<file path="src/hw/rtl/isp_pkg.sv">
// ----------------------------------------------------------------------------
// isp_pkg
// Shared types and constants of the interpolating sample player: beat
// payloads, request codes, register indexes and their reset values.
// ----------------------------------------------------------------------------
package isp_pkg;

  // request codes
  localparam logic [2:0] REQ_RENDER = 3'd0;
  localparam logic [2:0] REQ_LOAD   = 3'd1;
  localparam logic [2:0] REQ_PLAY   = 3'd2;
  localparam logic [2:0] REQ_PAUSE  = 3'd3;
  localparam logic [2:0] REQ_STOP   = 3'd4;
  localparam logic [2:0] REQ_SEEK   = 3'd5;

  // configuration port
  localparam int CFG_IDX_W  = 3;
  localparam int CFG_DATA_W = 20;

  localparam logic [CFG_IDX_W-1:0] REG_STEP_RATIO    = 3'd0;
  localparam logic [CFG_IDX_W-1:0] REG_VOLUME        = 3'd1;
  localparam logic [CFG_IDX_W-1:0] REG_MUTE          = 3'd2;
  localparam logic [CFG_IDX_W-1:0] REG_FRAME_COUNT   = 3'd3;
  localparam logic [CFG_IDX_W-1:0] REG_CHANNEL_COUNT = 3'd4;

  // register widths
  localparam int STEP_W = 20;
  localparam int VOL_W  = 16;
  localparam int FCNT_W = 17;
  localparam int CCNT_W = 2;

  // reset values, unity gain is 1.0 in Q1.15
  localparam logic [STEP_W-1:0] STEP_RESET   = 20'd65536;
  localparam logic [VOL_W-1:0]  VOLUME_UNITY = 16'd32768;
  localparam logic [CCNT_W-1:0] CCNT_RESET   = 2'd1;

  // width of the frame number in a result
  localparam int POS_FRAME_W = 17;

  typedef struct packed {
    logic [2:0]         req_type;
    logic signed [15:0] mix_left;
    logic signed [15:0] mix_right;
    logic [15:0]        load_index;
    logic signed [15:0] load_left;
    logic signed [15:0] load_right;
    logic [15:0]        seek_index;
  } in_item_t;

  typedef struct packed {
    logic signed [15:0]     out_left;
    logic signed [15:0]     out_right;
    logic                   is_playing;
    logic [POS_FRAME_W-1:0] position_frame;
    logic                   finished;
    logic                   status;
  } out_item_t;

  // stage enables of a lane
  typedef struct packed {
    logic mul_en;
    logic vol_en;
  } lane_ctl_t;

  // item context handed to the merge stage
  typedef struct packed {
    logic                   render;
    logic                   active;
    logic                   is_playing;
    logic [POS_FRAME_W-1:0] position_frame;
    logic                   finished;
    logic                   status;
  } result_ctx_t;

endpackage

</file>
<file path="src/hw/rtl/isp_merge.sv">
// ----------------------------------------------------------------------------
// isp_merge
// Combines both lanes with the item's flags into the result register and
// holds it until the output beat is taken.
// ----------------------------------------------------------------------------
module isp_merge (
  input  logic                  clk,
  input  logic                  rst,
  input  logic                  load,
  input  isp_pkg::result_ctx_t  ctx,
  input  logic signed [15:0]    lane_left,
  input  logic signed [15:0]    lane_right,
  input  logic signed [15:0]    mix_left,
  input  logic signed [15:0]    mix_right,
  output logic                  can_load,
  output logic                  out_valid,
  input  logic                  out_ready,
  output isp_pkg::out_item_t    out_data
);

  isp_pkg::out_item_t result;

  // pick lane, pass-through or zero
  always_comb begin
    result.is_playing     = ctx.is_playing;
    result.position_frame = ctx.position_frame;
    result.finished       = ctx.finished;
    result.status         = ctx.status;
    if (!ctx.render) begin
      result.out_left  = '0;
      result.out_right = '0;
    end else if (ctx.active) begin
      result.out_left  = lane_left;
      result.out_right = lane_right;
    end else begin
      result.out_left  = mix_left;
      result.out_right = mix_right;
    end
  end

  assign can_load = !out_valid || out_ready;

  // result register
  always_ff @(posedge clk) begin
    if (load) begin
      out_data <= result;
    end
  end

  always_ff @(posedge clk) begin
    if (rst) begin
      out_valid <= 1'b0;
    end else if (load) begin
      out_valid <= 1'b1;
    end else if (out_ready) begin
      out_valid <= 1'b0;
    end
  end

endmodule

</file>
<file path="config.mk">
export PLATFORM = sky130hd
export DESIGN_NAME = isp_merge
export DESIGN_NICKNAME = d
export VERILOG_FILES = /design/src/hw/rtl/isp_pkg.sv /design/src/hw/rtl/isp_merge.sv
export SDC_FILE = /design/constraint.sdc
export NUM_CORES = 1
export LEC_CHECK = 0
export BUFFER_PORTS_ARGS = -buffer_cell sky130_fd_sc_hd__buf_2
export CORE_MARGIN = 5
export CORE_UTILIZATION = 35
export DETAILED_ROUTE_END_ITERATION = 10
export HOLD_SLACK_MARGIN = 0.1
export PLACE_DENSITY = 0.69
export SLEW_MARGIN = 0
export SYNTH_ARGS = -nofsm -noshare
export SYNTH_HDL_FRONTEND = slang
export SYNTH_SLANG_ARGS = --single-unit
</file>
<file path="constraint.sdc">
create_clock -name clk -period 1.7 [get_ports clk]
set_input_delay 0.34 -clock clk [delete_from_list [all_inputs] [get_ports clk]]
set_output_delay 0.34 -clock clk [all_outputs]
set_load 0.01 [all_outputs]
</file>
After elaboration in Yosys (flattened, before gate mapping). Cells that the tools add are included. W data, S select, Z words.

Reduce and logical (&&, ||, !) cells: 3. Muxes and demuxes: 3.

Operators with widths (count): $mux W32 (1); $mux W1 (2); $reduce_bool A2 Y1 (1); $logic_not A1 Y1 (1); $logic_or A1 B1 Y1 (1).

Flip-flop bits (word level): 53.

Depth between registers and ports, before layout. Gate-level depths: netlist of run 1.

Word-level depth: 2. Depth in mapped cells: 4.

Worst setup path after synthesis of run 1. Ideal clock, no wire load.

Path type: input to register. From: in ctx[20] (netlist bit). To: reg out_data[20] (netlist bit) (data pin). Setup slack: 0.632 ns. Arrival time: 0.812 ns. Setup time: 0.256 ns. Stages: 4. Path through: buf_6 buf_12 mux2i_1 nor2b_1.

Longest elaborated chain between the ends: 1.

Ends and longest elaborated chain: start, declared (line isp_merge.sv:10) `input isp_pkg::result_ctx_t ctx,`; $mux W32 (line isp_merge.sv:32) `end else if (ctx.active) begin`; end signal, assigned (line isp_merge.sv:46) `out_data <= result;`; end, declared (line isp_merge.sv:18) `output isp_pkg::out_item_t out_data`.

No other way between the ends. A chain may end at the register's enable or synchronous reset.

Worst setup path after layout of run 1.
From: reg out_data[42] (netlist bit). To: out out_data[42] (netlist bit).

No word-level cell between the ends.

==> key figures, run 1 <==
Placed design
  – Port Buffers: approximately 140
  – Worst slack, placed: roughly 0.47 ns
  – GPL Wtd Cong: 0.733
  – Number of cells after detailed placement: 340
  – Detailed placement HPWL: 3.87 mm

Routing
  – DRC violation count after routing: 0
  – Drt first pass iters: 4
  – Drt via density: 4.42
  – Post-Route WL: a little over 5 mm
  – Post-route ant nets: 0
  – Via Count: 1537
  – WL per Instance: 14.5 um
  – DRT iter0 DRCs: 41

Clocking
  – Reg clk slew, reported paths: 0.09 ns
  – Clock root buffer: clkbuf_8
  – CTS H-tree lvls: 2
  – Hold_buf cts: 0
  – Max Buffers Root-to-Sink: 2
  – Sink Count: 53
  – Clk_lat worst skew: around 0.29 ns
  – TritonCTS Buffers: 5
  – Clock tree from TritonCTS: built
  – Setup Buffers After CTS: 0
  – PostCTS Resize Cnt: 0

Worst setup path
  – Reg2reg end: out_valid
  – Crit-path cells: buf_2
  – Worst path buffer plus inverter count: 1
  – Crit-path slowest cell: edfxtp_1
  – Crit path max fanout: 1
  – CP top delay family: flip-flops
  – R2R Path Start: out_valid
  – Flop-to-flop setup slack: 1.09 ns
  – Worst Path Arrival: 0.86 ns
  – Worst EP required: 1.36 ns
  – Reg2reg path depth: 2
  – Slowest stage delay, CP: roughly 0.4 ns
  – CP Capture Type: output pin
  – Kind of critical path: register to output pin
  – Crit start category: register

Worst hold path
  – Startpoint of the worst hold path: rst
  – WHS Path Cells: 2
  – Hold EP: out_valid
  – Hold Crit Class: input port to register

Die
  – DIE AREA: 7970 um^2
  – Row cnt: 28
  – Die Wd: 89.3 um
  – Initial Utilization: around 37%
  – Die Ht: just under 90 um
  – I/O pins: 144
  – Core ar.: 6030 um^2

Yosys
  – Synth area leader: edfxtp_1
  – Compound-Gate Fraction of Synth Area: 0.228%
  – Synth warn: 0
  – Simple-gate portion of the synthesized area: 9.39%
  – Sequential area share after synthesis: between 70% and 80%
  – Synthesized area: roughly 2200 um^2
  – Syn Nets: ~220
  – XOR/XNOR share of the synthesized area: 0%
  – Synth Register Bits: between 50 and 60
  – Top post-synthesis cells by area: edfxtp_1 71%, mux2i_1 15%, nor2b_1 9.1%
  – Adder-cell share of the synthesized area: 0%
  – Mapped Cells: ~130
  – Largest family of logic cells by synthesized area: multiplexers
  – Mux share of post-synthesis cell area: 14.6%
  – Unique masters post-synth: 10
  – Post-synth top area share: 71.0%
  – Avg Cell Area, Syn: between 15 and 20 um^2

Layout
  – Fin nets: 362
  – Share of layout cells above drive strength 1: 55.7%
  – P&R area growth vs syn: 38.6%
  – Antenna diode count: 0
  – Non-filler cells, final: 348

STA
  – Worst Skew: 0 ns
  – Pins Over Slew Limit: 0
  – Fin Hold WS: 0.190 ns
  – Actual slew at the worst max-slew pin: 0.431 ns
  – Sum Neg Setup Slack: 0 ns
  – Tcrit/Tclk final: about 70%
  – Final setup margin: 0.504 ns
  – Final hold violation count: 0
  – RSZ-0062 raised after global routing: no
  – Count of final setup violators: 0
  – Fmax: 0.836 GHz
  – Relative slew slack: 71.3%
  – Tmin final: 1.20 ns

Power
  – Peak VDD IR: 381 uV
  – Tot Pwr: 2.66 mW
  – Leak: 1.41 nW
  – Power Dens Cells: 871 nW/um^2

Global routing
  – Largest net degree at the start of global routing: between 50 and 60
  – Initial antenna violation count: 0
  – Wire length of the first global-routing pass: 7.23 mm
  – Gr ovfl total: 0
  – Total GRT Usage: 12.1%
  – Vias in the first global route: 1558

Job
  – Max Cap Viol: 0

Run status
  – Run status: complete, no violations
==> per-layer routing <==
metal  vias to the layer above  global-route usage (%)  part of all wire [%]
li1                        750                       -                     -
met1                       684                    13.2                    35
met2                        99                    19.7                    48
met3                         4                    7.10                    16
met4                         0                    4.06                  0.97
met5                         -                       0                     0
==> stage by stage <==
step           util, %  area (um^2)
6_report          50.6         3050
5_1_grt           50.6         3050
4_1_cts           50.6         3050
3_5_place_dp      49.2         2970
3_3_place_gp      49.2         2970
2_1_floorplan        -         2200
==> synthesized netlist by cell type <==
cell type   n
a21oi_1     1
buf_12      3
buf_6       1
clkbuf_1    3
dfxtp_1     1
edfxtp_1   52
inv_1       1
mux2i_1    32
nand2b_1    1
nor2b_1    32
==> where the power goes <==
group | total (mW) | switching (mW) | leakage (nW) | internal [mW]
Combinational | 0.407 | 0.202 | 0.848 | 0.205
Clock | 0.669 | 0.383 | 0.0450 | 0.286
Sequential | 1.58 | 0.0262 | 0.513 | 1.55
Total | 2.66 | 0.611 | 1.41 | 2.05
==> worst register-to-register path: stages, from the launching register on <==
cell      delay, ns
dfxtp_1        0.34
nand2b_1       0.07
a21oi_1        0.14
==> placed cells by master (no fill, tap or decap), drive strengths merged <==
cell,n
buf,145
edfxtp,52
mux2i,32
nor2b,32
clkbuf,6
clkinv,2
nand2b,1
inv,1
a21oi,1
dfxtp,1
==> cell type report <==
type                            instances  area [um^2]
Sequential cell                        53         1580
Clock inverter                          2         10.0
Timing Repair Buffer                  145          756
Fill cell                             543         2980
Inverter                                1         3.75
Tap cell                               75         93.8
Clock buffer                            6         72.6
Multi-Input combinational cell         66          532
==> how the worst max path moves through the flow <==
stage | from | end | depth (start not counted)
2_1_floorplan | ctx[20] | out_data[20] | 4
6_report | out_data[42] | out_data[42] | 1
5_1_grt | out_data[42] | out_data[42] | 1
3_5_place_dp | ctx[20] | out_data[30] | 4
4_1_cts | out_data[42] | out_data[42] | 1
3_3_place_gp | ctx[20] | out_data[30] | 4
==> registers in the layout (all words and copies together) (netlist names) <==
name	cells
out_data	52
out_valid	1
==> kinds of logic (layout without fill, tap and decap cells) <==
logic type             Yosys count  in the layout
AO/OA/AOI/OAI                    1              1
buffers and inverters            8            154
AND/OR/NAND/NOR                 33             33
flip-flops                      53             53
multiplexers                    32             32
No activity file was read; power rests on OpenSTA's default activity.
==> run 2: changes to the inputs <==
==> constraint.sdc (replaced) <==
create_clock -name clk -period 1.1 [get_ports clk]
set_input_delay 0.22 -clock clk [delete_from_list [all_inputs] [get_ports clk]]
set_output_delay 0.22 -clock clk [all_outputs]
set_load 0.01 [all_outputs]
==> run 2 against run 1 <==
Net effect:
- count of clock-buffer cells in the layout unchanged
- worst hold slack better by 0.068 ns
- sequential cell count is the same
- register-to-register slack worse by 0.71 ns
==> key figures, run 2 (synthesis results as in run 1) <==
Layout
  – Max reg flops: 52
  – Flip-flop and latch area: 1580 um^2
  – Fin nets: 386
  – Fillers: 526
  – Most flop-heavy register: out_data
  – Footprint of the multi-input gates: between 500 and 600 um^2
  – Share of layout cells above drive strength 1: 52.5%
  – Commonest non-fill, non-tap cell in the layout: buf_2
  – Finished Core Util: 55.0%
  – Antenna diode count: 0
  – Largest registers: out_data: 52 flops, out_valid: 1 flops
  – P&R area growth vs syn: 50.7%
  – Non-filler cells, final: between 300 and 400
  – Commonest cells after routing, fill and taps aside: 142 x buf_2, 52 x edfxtp_1, 32 x mux2i_1, 32 x nor2b_1, 21 x dlygate4sd3_1

STA
  – Fmax: just over 0.9 GHz
  – Tcrit/Tclk final: between 90% and 100%
  – Relative slew slack: 71.1%
  – Worst Skew: 0 ns
  – Count of final setup violators: 0
  – Final hold violation count: 0
  – Pins Over Slew Limit: 0
  – RSZ-0062 raised after global routing: yes
  – Actual slew at the worst max-slew pin: roughly 0.43 ns
  – Tmin final: 1.08 ns

Worst setup path
  – CP top delay family: flip-flops
  – R2R Path Start: out_valid
  – Reg2reg path depth: 3
  – Worst path buffer plus inverter count: 1
  – Worst Setup SP: out_data[42]
  – Crit start category: register
  – Crit-path slowest cell: edfxtp_1
  – Critical path depth: 1
  – Kind of critical path: register to output pin
  – Crit-path cells: buf_6
  – Worst EP required: between 0.8 and 0.9 ns
  – Worst Path Arrival: 0.86 ns
  – Slowest stage delay, CP: 0.42 ns
  – CP Capture Type: output pin
  – Crit path max fanout: 1

Clocking
  – Max Buffers Root-to-Sink: 2
  – Reg clk slew, reported paths: 0.09 ns
  – Sink Count: between 50 and 60
  – TritonCTS Buffers: 5
  – Clk_lat worst skew: 0.29 ns
  – Clock root buffer: clkbuf_8
  – Clock tree from TritonCTS: built
  – CTS H-tree lvls: 2

Power
  – Sequential Power Share: 58.2%
  – Clock share of power: 24.7%
  – Leak: 1.52 nW
  – Peak VDD IR: 615 uV
  – Net Sw Power: 971 uW
  – Power Dens Cells: 1270 nW/um^2
  – Switching Share: 23.1%
  – Logic pwr share: 17.0%
  – Internal: approximately 3.2 mW

Routing
  – Post-Route WL: 5.42 mm
  – Drt via density: 4.36
  – Post-route ant nets: 0
  – WL per Instance: about 15 um
  – DRC violation count after routing: 0
  – Drt first pass iters: 4
  – DRT iter0 DRCs: 67
  – Via Count: 1622

Placed design
  – Number of cells after detailed placement: 342
  – Detailed placement HPWL: 4.17 mm
  – Port Buffers: 143
  – GPL Wtd Cong: 0.733

Global routing
  – Vias in the first global route: 1654
  – Initial antenna violation count: 0
  – Gr ovfl total: 0
  – Largest net degree at the start of global routing: 33
  – Wire length of the first global-routing pass: 7.89 mm
  – Total GRT Usage: 13.5%

Die
  – I/O pins: 144
  – Die Ht: 89.3 um
  – Initial Utilization: a little over a third
  – Die Wd: 89.3 um
  – Core ar.: ~6000 um^2
  – DIE AREA: around 8000 um^2
  – Row cnt: 28

Job
  – Max Cap Viol: 0

Worst hold path
  – Hold Crit Class: input port to register
  – WHS Path Cells: 3
  – Startpoint of the worst hold path: mix_left[2]

Run status
  – Run status: complete, no violations
==> run 2: path summary, 6_finish.rpt <==
| path | to | slack [ns] |
|---|---|---|
| max | out_data[42] | 0.02 |
| min | out_data[38] | 0.26 |
| max reg2reg | out_valid | 0.38 |
| min reg2reg | out_valid | 0.59 |
==> run 2: cell type report <==
class | instances | area share (%)
multi-input cells | 66 | 16.0
well taps | 75 | 2.83
repair buffers | 169 | 30.8
clock inverters | 2 | 0.302
flip-flops and latches | 53 | 47.8
clock buffers | 6 | 2.19
inverters | 1 | 0.113
==> run 2: routing by layer <==
layer | up-vias | GRT usage [%] | wire, um
met5 | - | 0 | 0
met4 | 0 | 5.28 | 37
met3 | 4 | 5.90 | 775
met2 | 98 | 23.5 | 2700
met1 | 720 | 14.3 | 1900
li1 | 800 | - | -
==> run 2: repair_timing <==
action / in CTS / in global routing
buffers inserted: 0 / 1
gates resized for setup: 0 / 2
endpoints found under the setup margin: 2 / 9
hold buffers: 21 / 0
hold endpoints to repair: 21 / 0
==> run 2: metrics by stage <==
step	worst slack (ns)	area [um^2]	total power [mW]	hold slack, ns	setup TNS (ns)
2_1_floorplan	0.152	2200	2.77	0.289	0
3_3_place_gp	-0.00679	3010	3.13	0.390	-0.00679
3_5_place_dp	-0.0199	3010	3.16	0.393	-0.0449
4_1_cts	-0.00991	3300	4.26	0.189	-0.0142
5_1_grt	-0.0214	3310	4.41	0.248	-0.0784
6_report	0.0213	3310	4.20	0.258	0
==> run 2: power groups by stage <==
stage | registers (mW) | clock network (mW) | logic [mW]
final | 2.45 | 1.04 | 0.716
after global routing | 2.46 | 1.17 | 0.787
after CTS | 2.45 | 1.09 | 0.723
after detailed placement | 2.49 | 0 | 0.665
after global placement | 2.49 | 0 | 0.646
after floorplan | 2.59 | 0 | 0.181
==> run 3: changes to the inputs <==
==> constraint.sdc (replaced) <==
create_clock -name clk -period 1.4 [get_ports clk]
set_input_delay 0.28 -clock clk [delete_from_list [all_inputs] [get_ports clk]]
set_output_delay 0.28 -clock clk [all_outputs]
set_load 0.01 [all_outputs]
==> run 3 against run 2 <==
Net effect:
- register-to-register slack gained 0.39 ns
- global-route usage decreased by 0.88 points
- wire length decreased by 6.1%
- clock skew stayed put
- largest power group unchanged
- via count is 7.0% lower
- critical endpoint is now out_data[45]
- worst setup slack better by 0.24 ns
- cell area down 7.4%
- sequential share of layout area grew 3.8 points
- sequential cell count unchanged
==> key figures, run 3 (synthesis results as in run 1) <==
STA
  – Tmin final: approximately 1.1 ns
  – Actual slew at the worst max-slew pin: approximately 0.44 ns
  – Fmax: 0.876 GHz
  – Tcrit/Tclk final: between 80 and 90%
  – Count of final setup violators: 0
  – Sum Neg Setup Slack: 0 ns
  – Worst Skew: 0 ns
  – Final setup margin: 0.258 ns
  – Pins Over Slew Limit: 0
  – RSZ-0062 raised after global routing: no
  – Fin Hold WS: 0.143 ns
  – Final hold violation count: 0
  – Relative slew slack: 70.7%

Routing
  – DR top layer: met4
  – Drt first pass iters: 2
  – Wire length on met1: 1.89 mm
  – Post-route ant nets: 0
  – Post-Route WL: 5.09 mm
  – DRC violation count after routing: 0
  – Drt via density: around 4.3
  – DR WL met3: 760 um
  – Via Count: 1508
  – WL per Instance: 14.6 um
  – Met2 wire length: 2.40 mm
  – DRT iter0 DRCs: 47

Worst setup path
  – CP Capture Type: output pin
  – Reg2reg path depth: 2
  – Worst path buffer plus inverter count: 1
  – Reg2reg end: out_valid
  – Crit-path cells: buf_2
  – Worst Setup SP: out_data[45]
  – Crit path max fanout: 1
  – Crit start category: register
  – Crit-path slowest cell: edfxtp_1
  – R2R Path Start: out_valid
  – CP top delay family: flip-flops
  – Kind of critical path: register to output pin
  – Slowest stage delay, CP: 0.41 ns
  – Flop-to-flop setup slack: 0.77 ns
  – Worst Path Arrival: around 0.86 ns
  – Worst EP required: 1.12 ns

Worst hold path
  – Hold EP: out_valid
  – WHS Path Cells: 2
  – Hold Crit Class: input port to register
  – Startpoint of the worst hold path: rst

Layout
  – Largest registers: out_data: 52 flops, out_valid: 1 flops
  – Antenna diode count: 0
  – Fillers: 540
  – Commonest non-fill, non-tap cell in the layout: buf_2
  – Share of layout cells above drive strength 1: 56.0%
  – Flip-flop and latch area: 1580 um^2
  – Max reg flops: 52
  – P&R area growth vs syn: 39.5%
  – Final instance area: 3070 um^2
  – Non-filler cells, final: 348
  – Fin nets: 362
  – Commonest cells after routing, fill and taps aside: 143 x buf_2, 52 x edfxtp_1, 32 x mux2i_1, 32 x nor2b_1, 7 x clkbuf_8
  – Most flop-heavy register: out_data
  – Footprint of the multi-input gates: 532 um^2

Placed design
  – Number of cells after detailed placement: 340
  – Worst slack, placed: 0.194 ns
  – Port Buffers: 143
  – Placement Cell Area: between 2000 and 3000 um^2
  – GPL Wtd Cong: 0.737

Clocking
  – Setup Buffers After CTS: 0
  – Clk_lat worst skew: 0.29 ns
  – Reg clk slew, reported paths: 0.09 ns
  – Clock tree from TritonCTS: built
  – CTS H-tree lvls: 2
  – PostCTS Resize Cnt: 0
  – Hold_buf cts: 0
  – Max Buffers Root-to-Sink: 2
  – TritonCTS Buffers: 5
  – Clock root buffer: clkbuf_8
  – Sink Count: 53

Power
  – Power Dens Cells: 1090 nW/um^2
  – Net Sw Power: 753 uW
  – Logic pwr share: around 15%
  – Switching Share: 22.6%
  – Internal: 2.58 mW
  – Sequential Power Share: 57.5%
  – Clock share of power: between 20% and 30%
  – Leak: 1.41 nW
  – Peak VDD IR: 491 uV

Die
  – Row cnt: 28
  – DIE AREA: between 7000 and 8000 um^2
  – Die Wd: roughly 89 um
  – Core ar.: around 6000 um^2
  – Die Ht: just under 90 um
  – I/O pins: roughly 140
  – Initial Utilization: 36.5%

Run status
  – Run status: complete, no violations

Global routing
  – Total GRT Usage: between 10% and 20%
  – Vias in the first global route: roughly 1600
  – Wire length of the first global-routing pass: 7.40 mm
  – Initial antenna violation count: 0
  – Largest net degree at the start of global routing: 54
  – Gr ovfl total: 0

Job
  – Max Cap Viol: 0
==> run 3: area by class of cell <==
| class | count | area share (%) |
|---|---|---|
| sequential | 53 | 51.5 |
| timing repair buffer | 145 | 24.6 |
| multi-input combinational | 66 | 17.3 |
| clock buffer | 7 | 3.14 |
| tap | 75 | 3.06 |
| clock inverter | 1 | 0.163 |
| inverter | 1 | 0.122 |
==> run 3: routing by layer <==
| layer | global-route usage, % | vias to the layer above |
|---|---|---|
| met5 | 0 | - |
| met4 | 4.47 | 0 |
| met3 | 6.18 | 4 |
| met2 | 21.0 | 97 |
| met1 | 14.1 | 659 |
| li1 | - | 748 |
==> run 3: power by group through the flow <==
stage	sequential, mW	combinational, mW	clock, mW
6_report	1.92	0.496	0.923
5_1_grt	1.93	0.547	1.03
4_1_cts	1.92	0.507	0.965
3_5_place_dp	1.96	0.507	0
3_3_place_gp	1.95	0.495	0
2_1_floorplan	2.03	0.142	0
==> run 3: per-stage QoR <==
| stage | power [mW] | utilization [%] |
|---|---|---|
| floorplan | 2.17 | - |
| global placement | 2.45 | 49.2 |
| detailed placement | 2.47 | 49.2 |
| CTS | 3.39 | 50.9 |
| global route | 3.51 | 50.9 |
| finish | 3.34 | 50.9 |
==> run 3: how the worst max path moves through the flow <==
stage | endpoint | slack [ns] | cells after the start
2_1_floorplan | out_data[20] | 0.39 | 4
3_3_place_gp | out_data[30] | 0.19 | 4
3_5_place_dp | out_data[30] | 0.19 | 4
4_1_cts | out_data[45] | 0.23 | 1
5_1_grt | can_load | 0.20 | 2
6_report | out_data[45] | 0.26 | 1
